## src/afce_pkg.sv

```systemverilog
`default_nettype none

package afce_pkg;

    localparam int FRAME_MAX = 32;
    localparam int CNT_W     = $clog2(FRAME_MAX + 1);
    localparam int ADDR_W    = $clog2(FRAME_MAX);
    localparam int NUM_W     = 14;

    localparam logic [7:0] CH_START = 8'h53;
    localparam logic [7:0] CH_END   = 8'h44;
    localparam logic [7:0] CH_ZERO  = 8'h30;
    localparam logic [7:0] CH_NINE  = 8'h39;

    localparam logic [CNT_W-1:0] MIN_FRAME = CNT_W'(15);
    localparam logic [CNT_W-1:0] FULL_CNT  = CNT_W'(FRAME_MAX);
    localparam logic [CNT_W-1:0] POS_ID    = CNT_W'(1);
    localparam logic [CNT_W-1:0] POS_LEN   = CNT_W'(5);
    localparam logic [CNT_W-1:0] POS_DAT   = CNT_W'(7);
    localparam logic [CNT_W-1:0] POS_CKS   = CNT_W'(10);
    localparam logic [CNT_W-1:0] POS_END   = CNT_W'(14);

    typedef struct packed {
        logic start;
        logic store;
        logic rd;
        logic ld;
    } dp_cmd_t;

    typedef struct packed {
        logic is_start;
        logic is_end;
        logic full;
        logic ok;
        logic rd_last;
        logic out_free;
    } dp_stat_t;

endpackage

`default_nettype wire

```

## src/afce_ctrl.sv

```systemverilog
`default_nettype none

module afce_ctrl (
    input  wire logic               clk,
    input  wire logic               rst_n,
    input  wire logic               in_valid,
    output logic                    in_ready,
    input  wire afce_pkg::dp_stat_t stat,
    output afce_pkg::dp_cmd_t       cmd
);

    typedef enum logic [3:0] {
        ST_IDLE = 4'b0001,
        ST_RECV = 4'b0010,
        ST_RD   = 4'b0100,
        ST_LD   = 4'b1000
    } state_t;

    state_t state_reg;
    state_t state_next;
    logic   acc;

    assign in_ready = (state_reg == ST_IDLE) || (state_reg == ST_RECV);
    assign acc      = in_valid && in_ready;

    always_comb
    begin
        state_next = state_reg;
        cmd        = '0;
        case (state_reg)
            ST_IDLE:
            begin
                if (acc && stat.is_start)
                begin
                    cmd.start  = 1'b1;
                    state_next = ST_RECV;
                end
            end
            ST_RECV:
            begin
                if (acc)
                begin
                    if (stat.is_start)
                    begin
                        cmd.start = 1'b1;
                    end
                    else if (stat.full)
                    begin
                        state_next = ST_IDLE;
                    end
                    else
                    begin
                        cmd.store = 1'b1;
                        if (stat.is_end)
                        begin
                            state_next = stat.ok ? ST_RD : ST_IDLE;
                        end
                    end
                end
            end
            ST_RD:
            begin
                if (stat.out_free)
                begin
                    cmd.rd     = 1'b1;
                    state_next = ST_LD;
                end
            end
            ST_LD:
            begin
                cmd.ld     = 1'b1;
                state_next = stat.rd_last ? ST_IDLE : ST_RD;
            end
            default:
            begin
                state_next = ST_IDLE;
            end
        endcase
    end

    always_ff @(posedge clk or negedge rst_n)
    begin
        if (!rst_n)
        begin
            state_reg <= ST_IDLE;
        end
        else
        begin
            state_reg <= state_next;
        end
    end

endmodule

`default_nettype wire

```

## src/afce_dp.sv

```systemverilog
`default_nettype none

module afce_dp (
    input  wire logic              clk,
    input  wire logic              rst_n,
    input  wire logic [7:0]        rx_byte,
    input  wire afce_pkg::dp_cmd_t cmd,
    output afce_pkg::dp_stat_t     stat,
    output logic                   out_valid,
    input  wire logic              out_ready,
    output logic [7:0]             tx_byte,
    output logic                   last_byte
);

    logic [7:0]                   mem [afce_pkg::FRAME_MAX];
    logic [afce_pkg::CNT_W-1:0]   count_reg;
    logic [afce_pkg::CNT_W-1:0]   count_next;
    logic [afce_pkg::CNT_W-1:0]   count_inc;
    logic [afce_pkg::ADDR_W-1:0]  ptr_reg;
    logic [afce_pkg::ADDR_W-1:0]  wr_addr;
    logic [7:0]                   sum_reg;
    logic [7:0]                   sum_next;
    logic [afce_pkg::NUM_W-1:0]   num_reg;
    logic [afce_pkg::NUM_W-1:0]   num_next;
    logic                         lead_reg;
    logic                         lead_next;
    logic                         stop_reg;
    logic                         stop_next;
    logic [7:0]                   rd_data_reg;
    logic                         rd_last_reg;
    logic                         out_valid_reg;
    logic [7:0]                   tx_reg;
    logic                         last_reg;

    logic in_sum;
    logic in_cks;
    logic first;
    logic lead_eff;
    logic skip;
    logic digit;

    assign count_inc = count_reg + afce_pkg::CNT_W'(1);
    assign wr_addr   = cmd.start ? '0 : count_reg[afce_pkg::ADDR_W-1:0];

    assign in_sum = (count_reg >= afce_pkg::POS_ID) && (count_reg < afce_pkg::POS_CKS);
    assign in_cks = (count_reg >= afce_pkg::POS_CKS) && (count_reg < afce_pkg::POS_END);
    assign first  = (count_reg == afce_pkg::POS_ID) || (count_reg == afce_pkg::POS_LEN)
                 || (count_reg == afce_pkg::POS_DAT) || (count_reg == afce_pkg::POS_CKS);
    assign lead_eff = first || lead_reg;
    assign skip     = lead_eff && (rx_byte == afce_pkg::CH_ZERO);
    assign digit    = (rx_byte >= afce_pkg::CH_ZERO) && (rx_byte <= afce_pkg::CH_NINE);

    // field parse runs as bytes land; all fields complete before any valid end
    always_comb
    begin
        count_next = count_reg;
        sum_next   = sum_reg;
        num_next   = num_reg;
        lead_next  = lead_reg;
        stop_next  = stop_reg;
        if (cmd.start)
        begin
            count_next = afce_pkg::CNT_W'(1);
            sum_next   = '0;
            num_next   = '0;
            lead_next  = 1'b1;
            stop_next  = 1'b0;
        end
        else if (cmd.store)
        begin
            count_next = count_inc;
            if (in_sum)
            begin
                lead_next = skip;
                if (!skip)
                begin
                    sum_next = sum_reg + rx_byte;
                end
            end
            else if (in_cks)
            begin
                lead_next = skip;
                if (!skip)
                begin
                    if (!stop_reg && digit)
                    begin
                        num_next = afce_pkg::NUM_W'(num_reg * afce_pkg::NUM_W'(10))
                                 + afce_pkg::NUM_W'(rx_byte - afce_pkg::CH_ZERO);
                    end
                    else
                    begin
                        stop_next = 1'b1;
                    end
                end
            end
        end
    end

    always_comb
    begin
        stat.is_start = (rx_byte == afce_pkg::CH_START);
        stat.is_end   = (rx_byte == afce_pkg::CH_END);
        stat.full     = (count_reg >= afce_pkg::FULL_CNT);
        stat.ok       = (count_inc >= afce_pkg::MIN_FRAME)
                     && (num_reg == afce_pkg::NUM_W'(sum_reg));
        stat.rd_last  = rd_last_reg;
        stat.out_free = !out_valid_reg || out_ready;
    end

    always_ff @(posedge clk)
    begin
        if (cmd.start || cmd.store)
        begin
            mem[wr_addr] <= rx_byte;
        end
        if (cmd.rd)
        begin
            rd_data_reg <= mem[ptr_reg];
        end
    end

    always_ff @(posedge clk or negedge rst_n)
    begin
        if (!rst_n)
        begin
            count_reg     <= '0;
            sum_reg       <= '0;
            num_reg       <= '0;
            lead_reg      <= 1'b1;
            stop_reg      <= 1'b0;
            ptr_reg       <= '0;
            rd_last_reg   <= 1'b0;
            out_valid_reg <= 1'b0;
        end
        else
        begin
            count_reg <= count_next;
            sum_reg   <= sum_next;
            num_reg   <= num_next;
            lead_reg  <= lead_next;
            stop_reg  <= stop_next;
            if (cmd.start)
            begin
                ptr_reg <= '0;
            end
            else if (cmd.rd)
            begin
                ptr_reg     <= ptr_reg + afce_pkg::ADDR_W'(1);
                rd_last_reg <= ({1'b0, ptr_reg} + afce_pkg::CNT_W'(1)) == count_reg;
            end
            if (cmd.ld)
            begin
                out_valid_reg <= 1'b1;
            end
            else if (out_ready)
            begin
                out_valid_reg <= 1'b0;
            end
        end
    end

    always_ff @(posedge clk)
    begin
        if (cmd.ld)
        begin
            tx_reg   <= rd_data_reg;
            last_reg <= rd_last_reg;
        end
    end

    assign out_valid = out_valid_reg;
    assign tx_byte   = tx_reg;
    assign last_byte = last_reg;

endmodule

`default_nettype wire

```

## src/ascii_frame_checksum_echo_top.sv

```systemverilog
`default_nettype none

// channel | handshake            | payload
// in      | in_valid / in_ready   | rx_byte
// out     | out_valid / out_ready | tx_byte, last_byte
//
// Receive: one byte a cycle; checksum fields are parsed as each beat lands.
// Echo: each byte is a store read, then an output register load, before the next
// byte is read; input is held off while the frame is read out.
// Reset clears the frame controller and output valid; the frame store is not cleared.
// Downstream stall holds the output register and pauses the echo read sequence.

module ascii_frame_checksum_echo_top (
    input  wire logic       clk,
    input  wire logic       rst_n,
    input  wire logic       in_valid,
    output logic            in_ready,
    input  wire logic [7:0] rx_byte,
    output logic            out_valid,
    input  wire logic       out_ready,
    output logic [7:0]      tx_byte,
    output logic            last_byte
);

    afce_pkg::dp_cmd_t  cmd;
    afce_pkg::dp_stat_t stat;

    afce_ctrl u_ctrl (
        .clk      (clk),
        .rst_n    (rst_n),
        .in_valid (in_valid),
        .in_ready (in_ready),
        .stat     (stat),
        .cmd      (cmd)
    );

    afce_dp u_dp (
        .clk       (clk),
        .rst_n     (rst_n),
        .rx_byte   (rx_byte),
        .cmd       (cmd),
        .stat      (stat),
        .out_valid (out_valid),
        .out_ready (out_ready),
        .tx_byte   (tx_byte),
        .last_byte (last_byte)
    );

endmodule

`default_nettype wire

```

## config.mk

```make
export PLATFORM = sky130hd
export DESIGN_NAME = ascii_frame_checksum_echo_top
export DESIGN_NICKNAME = d
export VERILOG_FILES = /design/src/afce_pkg.sv /design/src/afce_ctrl.sv /design/src/afce_dp.sv /design/src/ascii_frame_checksum_echo_top.sv
export SDC_FILE = /design/constraint.sdc
export NUM_CORES = 1
export LEC_CHECK = 0
export BUFFER_PORTS_ARGS = -buffer_cell sky130_fd_sc_hd__buf_4
export CAP_MARGIN = 10
export CORE_MARGIN = 3
export CORE_UTILIZATION = 43
export DETAILED_ROUTE_END_ITERATION = 6
export PLACE_DENSITY = 0.59
export SETUP_SLACK_MARGIN = 0.5
export SLEW_MARGIN = 20
export SYNTH_ARGS = -nofsm -noshare
export SYNTH_HDL_FRONTEND = slang
export SYNTH_SLANG_ARGS = --single-unit
```

## constraint.sdc

```tcl
create_clock -name clk -period 9.2 [get_ports clk]
set_clock_uncertainty 0.1 [all_clocks]
set_input_delay 1.84 -clock clk [delete_from_list [all_inputs] [get_ports clk]]
set_output_delay 1.84 -clock clk [all_outputs]
set_load 0.005 [all_outputs]
```

==> reports/qor.csv <==
stage,metric,value,unit
detailed_routing,via count,8077,
power,switch share,21.2,%
global_routing,vias in the first global route,8119,
flow_run,number of max-cap violations,0,
logic_synthesis,"top cells by area, synth","edfxtp_1 58%, dfrtp_1 6.9%, mux4_2 6.3%",
global_routing,global route overflow,0,
detailed_routing,drt total wl,32.5,mm
logic_synthesis,Synth area leader,edfxtp_1,
detailed_routing,via-per-instance ratio,5.62,
logic_synthesis,Synth Warn #,0,
sta,RSZ-0062 raised after global routing,no,
clocking,Clock Tree Buf Depth,3,
power,sequential group share of total power,53.1,%
floorplanning,core area,0.0326,sq mm
cells_and_area,layout cells sized above 1,15.2,%
detailed_routing,drt first-iter violations,510,
clocking,H-tree levels,2,
clocking,Post-CTS Hold Fix Bufs,0,
power,Lkg Pwr,5.81,nW
clocking,number of setup buffers added after CTS,0,
placed_design,dpl hpwl,20.4,mm
logic_synthesis,"EDFF count, synth",273,
cells_and_area,max reg flops,256,
min_path,Worst Hold Class,reg -> reg,
cells_and_area,Final nets,1033,
power,Comb pwr share,4.4,%
clocking,Worst-Skew Late Latency,0.51,ns
logic_synthesis,average cell area after synthesis,15.0,sq um
placed_design,worst slack at placement,3.93,ns
global_routing,All-Layer GR Usage,18.8,%
setup_path,CP Class,in -> reg,
sta,Final min period,4.69,ns
global_routing,largest net degree at the start of global routing,50,
sta,maximum clock frequency,0.213,GHz
power,Power per Cell Area,186,mW/mm^2
detailed_routing,DRC viols,0,
clocking,"Reg clk slew, reported paths",0.06,ns
sta,Slew headroom,31.0,%
status,run status,finished clean,
clocking,TritonCTS Buffers,34,
logic_synthesis,"FF+latch count, synth",314,
setup_path,Startpoint Class,primary input,
power,Clock power frac,42.5,%
power,Int Power,2.33,mW
logic_synthesis,Post-Syn Nets,1014,
clocking,CTS tree,done,
global_routing,first-pass GRT wire length,50.3,mm
logic_synthesis,top cell type's share of synthesized area,57.5,%
cells_and_area,most frequent cells in the layout,"273 x edfxtp_1, 75 x nor2_1, 48 x ha_1",
logic_synthesis,Unique masters post-synth,64,
floorplanning,Rows,66,
cells_and_area,"leading cell type in the layout, fill and taps excluded",edfxtp_1,
sta,final worst path period share,51.0,%
power,peak supply drop,0.116,mV
placed_design,GP Congestion,0.852,
clocking,# resized after CTS,0,
floorplanning,I/O Pins,23,
logic_synthesis,sequential area share after synthesis,64.8,%
sta,"Setup violations, final",0,
logic_synthesis,fraction of registers with async set/reset,13.1,%
floorplanning,initial core utilization,43.7,%
clocking,Num Clock Sinks,314,
setup_path,CP max FO,36,
clocking,Clock Tree Root,clkbuf_16,
setup_path,CP Capture Type,flip-flop,
logic_synthesis,Synth Instances,951,
floorplanning,Die H,188,um
placed_design,IO Port Bufs,22,
sta,"Slew Viols, Final",0,
global_routing,number of antenna violations at the first check in global routing,1,
detailed_routing,Pre-antenna DRT Iters,7,
logic_synthesis,Post-Syn Area,0.0142,sq mm
cells_and_area,P&R area growth vs syn,11.1,%
detailed_routing,wire per inst,22.6,um
floorplanning,Die ar.,0.0353,sq mm
sta,Worst Tran Pin Value,1.03,ns
setup_path,Worst EP arrival,4.73,ns
logic_synthesis,Main synth FF type,edfxtp_1,
sta,fin worst setup slack,4.51,ns
sta,final setup TNS,0,ns
sta,final hold vios,0,
setup_path,data required time of the critical path,9.24,ns
floorplanning,Die X,188,um
detailed_routing,ANT nets after route,0,
power,switching power,0.625,mW
-- layout make-up --
cell class	instances	area [sq um]
diodes	1	2.50
clock buffers	41	898
clock inverters	18	109
fillers	2730	16800
inverters	16	60.1
multi-input cells	574	4750
flip-flops and latches	314	9230
well taps	442	553
repair buffers	30	225
-- synthesized netlist by cell type, types with 15 or more instances --
cell type    n
o221ai_1    28
nand2_1     37
xnor2_1     25
xor2_1      22
mux2_2      15
dfrtp_1     39
nand3_1     27
nor2_1      75
mux4_2      40
mux2i_1     46
ha_1        48
o21ai_0     44
edfxtp_1   273
inv_1       15
clkbuf_1    27
a21oi_1     39
-- worst max-delay path: stages --
cell and delay, ns:
buf_4 0.39, inv_1 0.16, ha_1 0.20, nor2b_1 0.12
and4_1 0.27, and3_1 0.51, or3b_2 0.64, nor2_1 0.57
-- cell families after synthesis --
| logic type | count (synthesis) | synth area share, % |
|---|---|---|
| AO/OA/AOI/OAI | 176 | 8.22 |
| XOR/XNOR | 47 | 2.89 |
| adder cells (fa/ha/maj) | 51 | 4.64 |
| buffers and inverters | 63 | 1.91 |
| flip-flops | 314 | 64.8 |
| multiplexers | 101 | 10.7 |
| AND/OR/NAND/NOR | 199 | 6.83 |
-- layer usage --
layer	track usage, %	wire (um)	share of wire, %
met1	26.2	14300	44
met2	29.9	15500	48
met3	3.46	1830	5.6
met4	6.29	884	2.7
met5	0	0	0
-- metrics by stage --
stage / power, mW / util (%) / hold WS (ns) / area [sq um] / std cells
after floorplan: 1.67 / - / 0.300 / 14200 / 951
after global placement: 1.73 / 45.4 / 0.308 / 14800 / 1376
after detailed placement: 1.73 / 45.4 / 0.306 / 14800 / 1376
after CTS: 2.98 / 48.5 / 0.322 / 15800 / 1435
after global routing: 3.05 / 48.5 / 0.325 / 15800 / 1435
final: 2.95 / 48.5 / 0.320 / 15800 / 1436
-- path summary, 6_finish.rpt --
check / startpoint / endpoint / slack [ns] / depth (start not counted)
setup reg to reg: u_dp.ptr_reg[0]$_DFFE_PN0P_ / u_dp.rd_data_reg[2]$_DFFE_PP_ / 5.44 / 5
hold / removal: u_dp.rd_data_reg[2]$_DFFE_PP_ / u_dp.tx_byte[2]$_DFFE_PP_ / 0.32 / 0
setup / recovery: rx_byte[5] / u_dp.mem[20][1]$_DFFE_PP_ / 4.51 / 8
max in group asynchronous: rst_n / u_dp.ptr_reg[0]$_DFFE_PN0P_ / 7.32 / 1
hold reg to reg: u_dp.rd_data_reg[2]$_DFFE_PP_ / u_dp.tx_byte[2]$_DFFE_PP_ / 0.32 / 0
min in group asynchronous: rst_n / u_dp.sum_reg[6]$_DFFE_PN0P_ / 1.23 / 1
-- power groups by stage --
| stage | sequential, mW | combinational (mW) | clock (mW) |
|---|---|---|---|
| after floorplan | 1.58 | 0.0850 | 0 |
| after global placement | 1.60 | 0.130 | 0 |
| after CTS | 1.57 | 0.131 | 1.28 |
| after detailed placement | 1.60 | 0.130 | 0 |
| final | 1.57 | 0.129 | 1.26 |
| after global routing | 1.57 | 0.142 | 1.34 |
No activity file was read; power rests on OpenSTA's default activity.
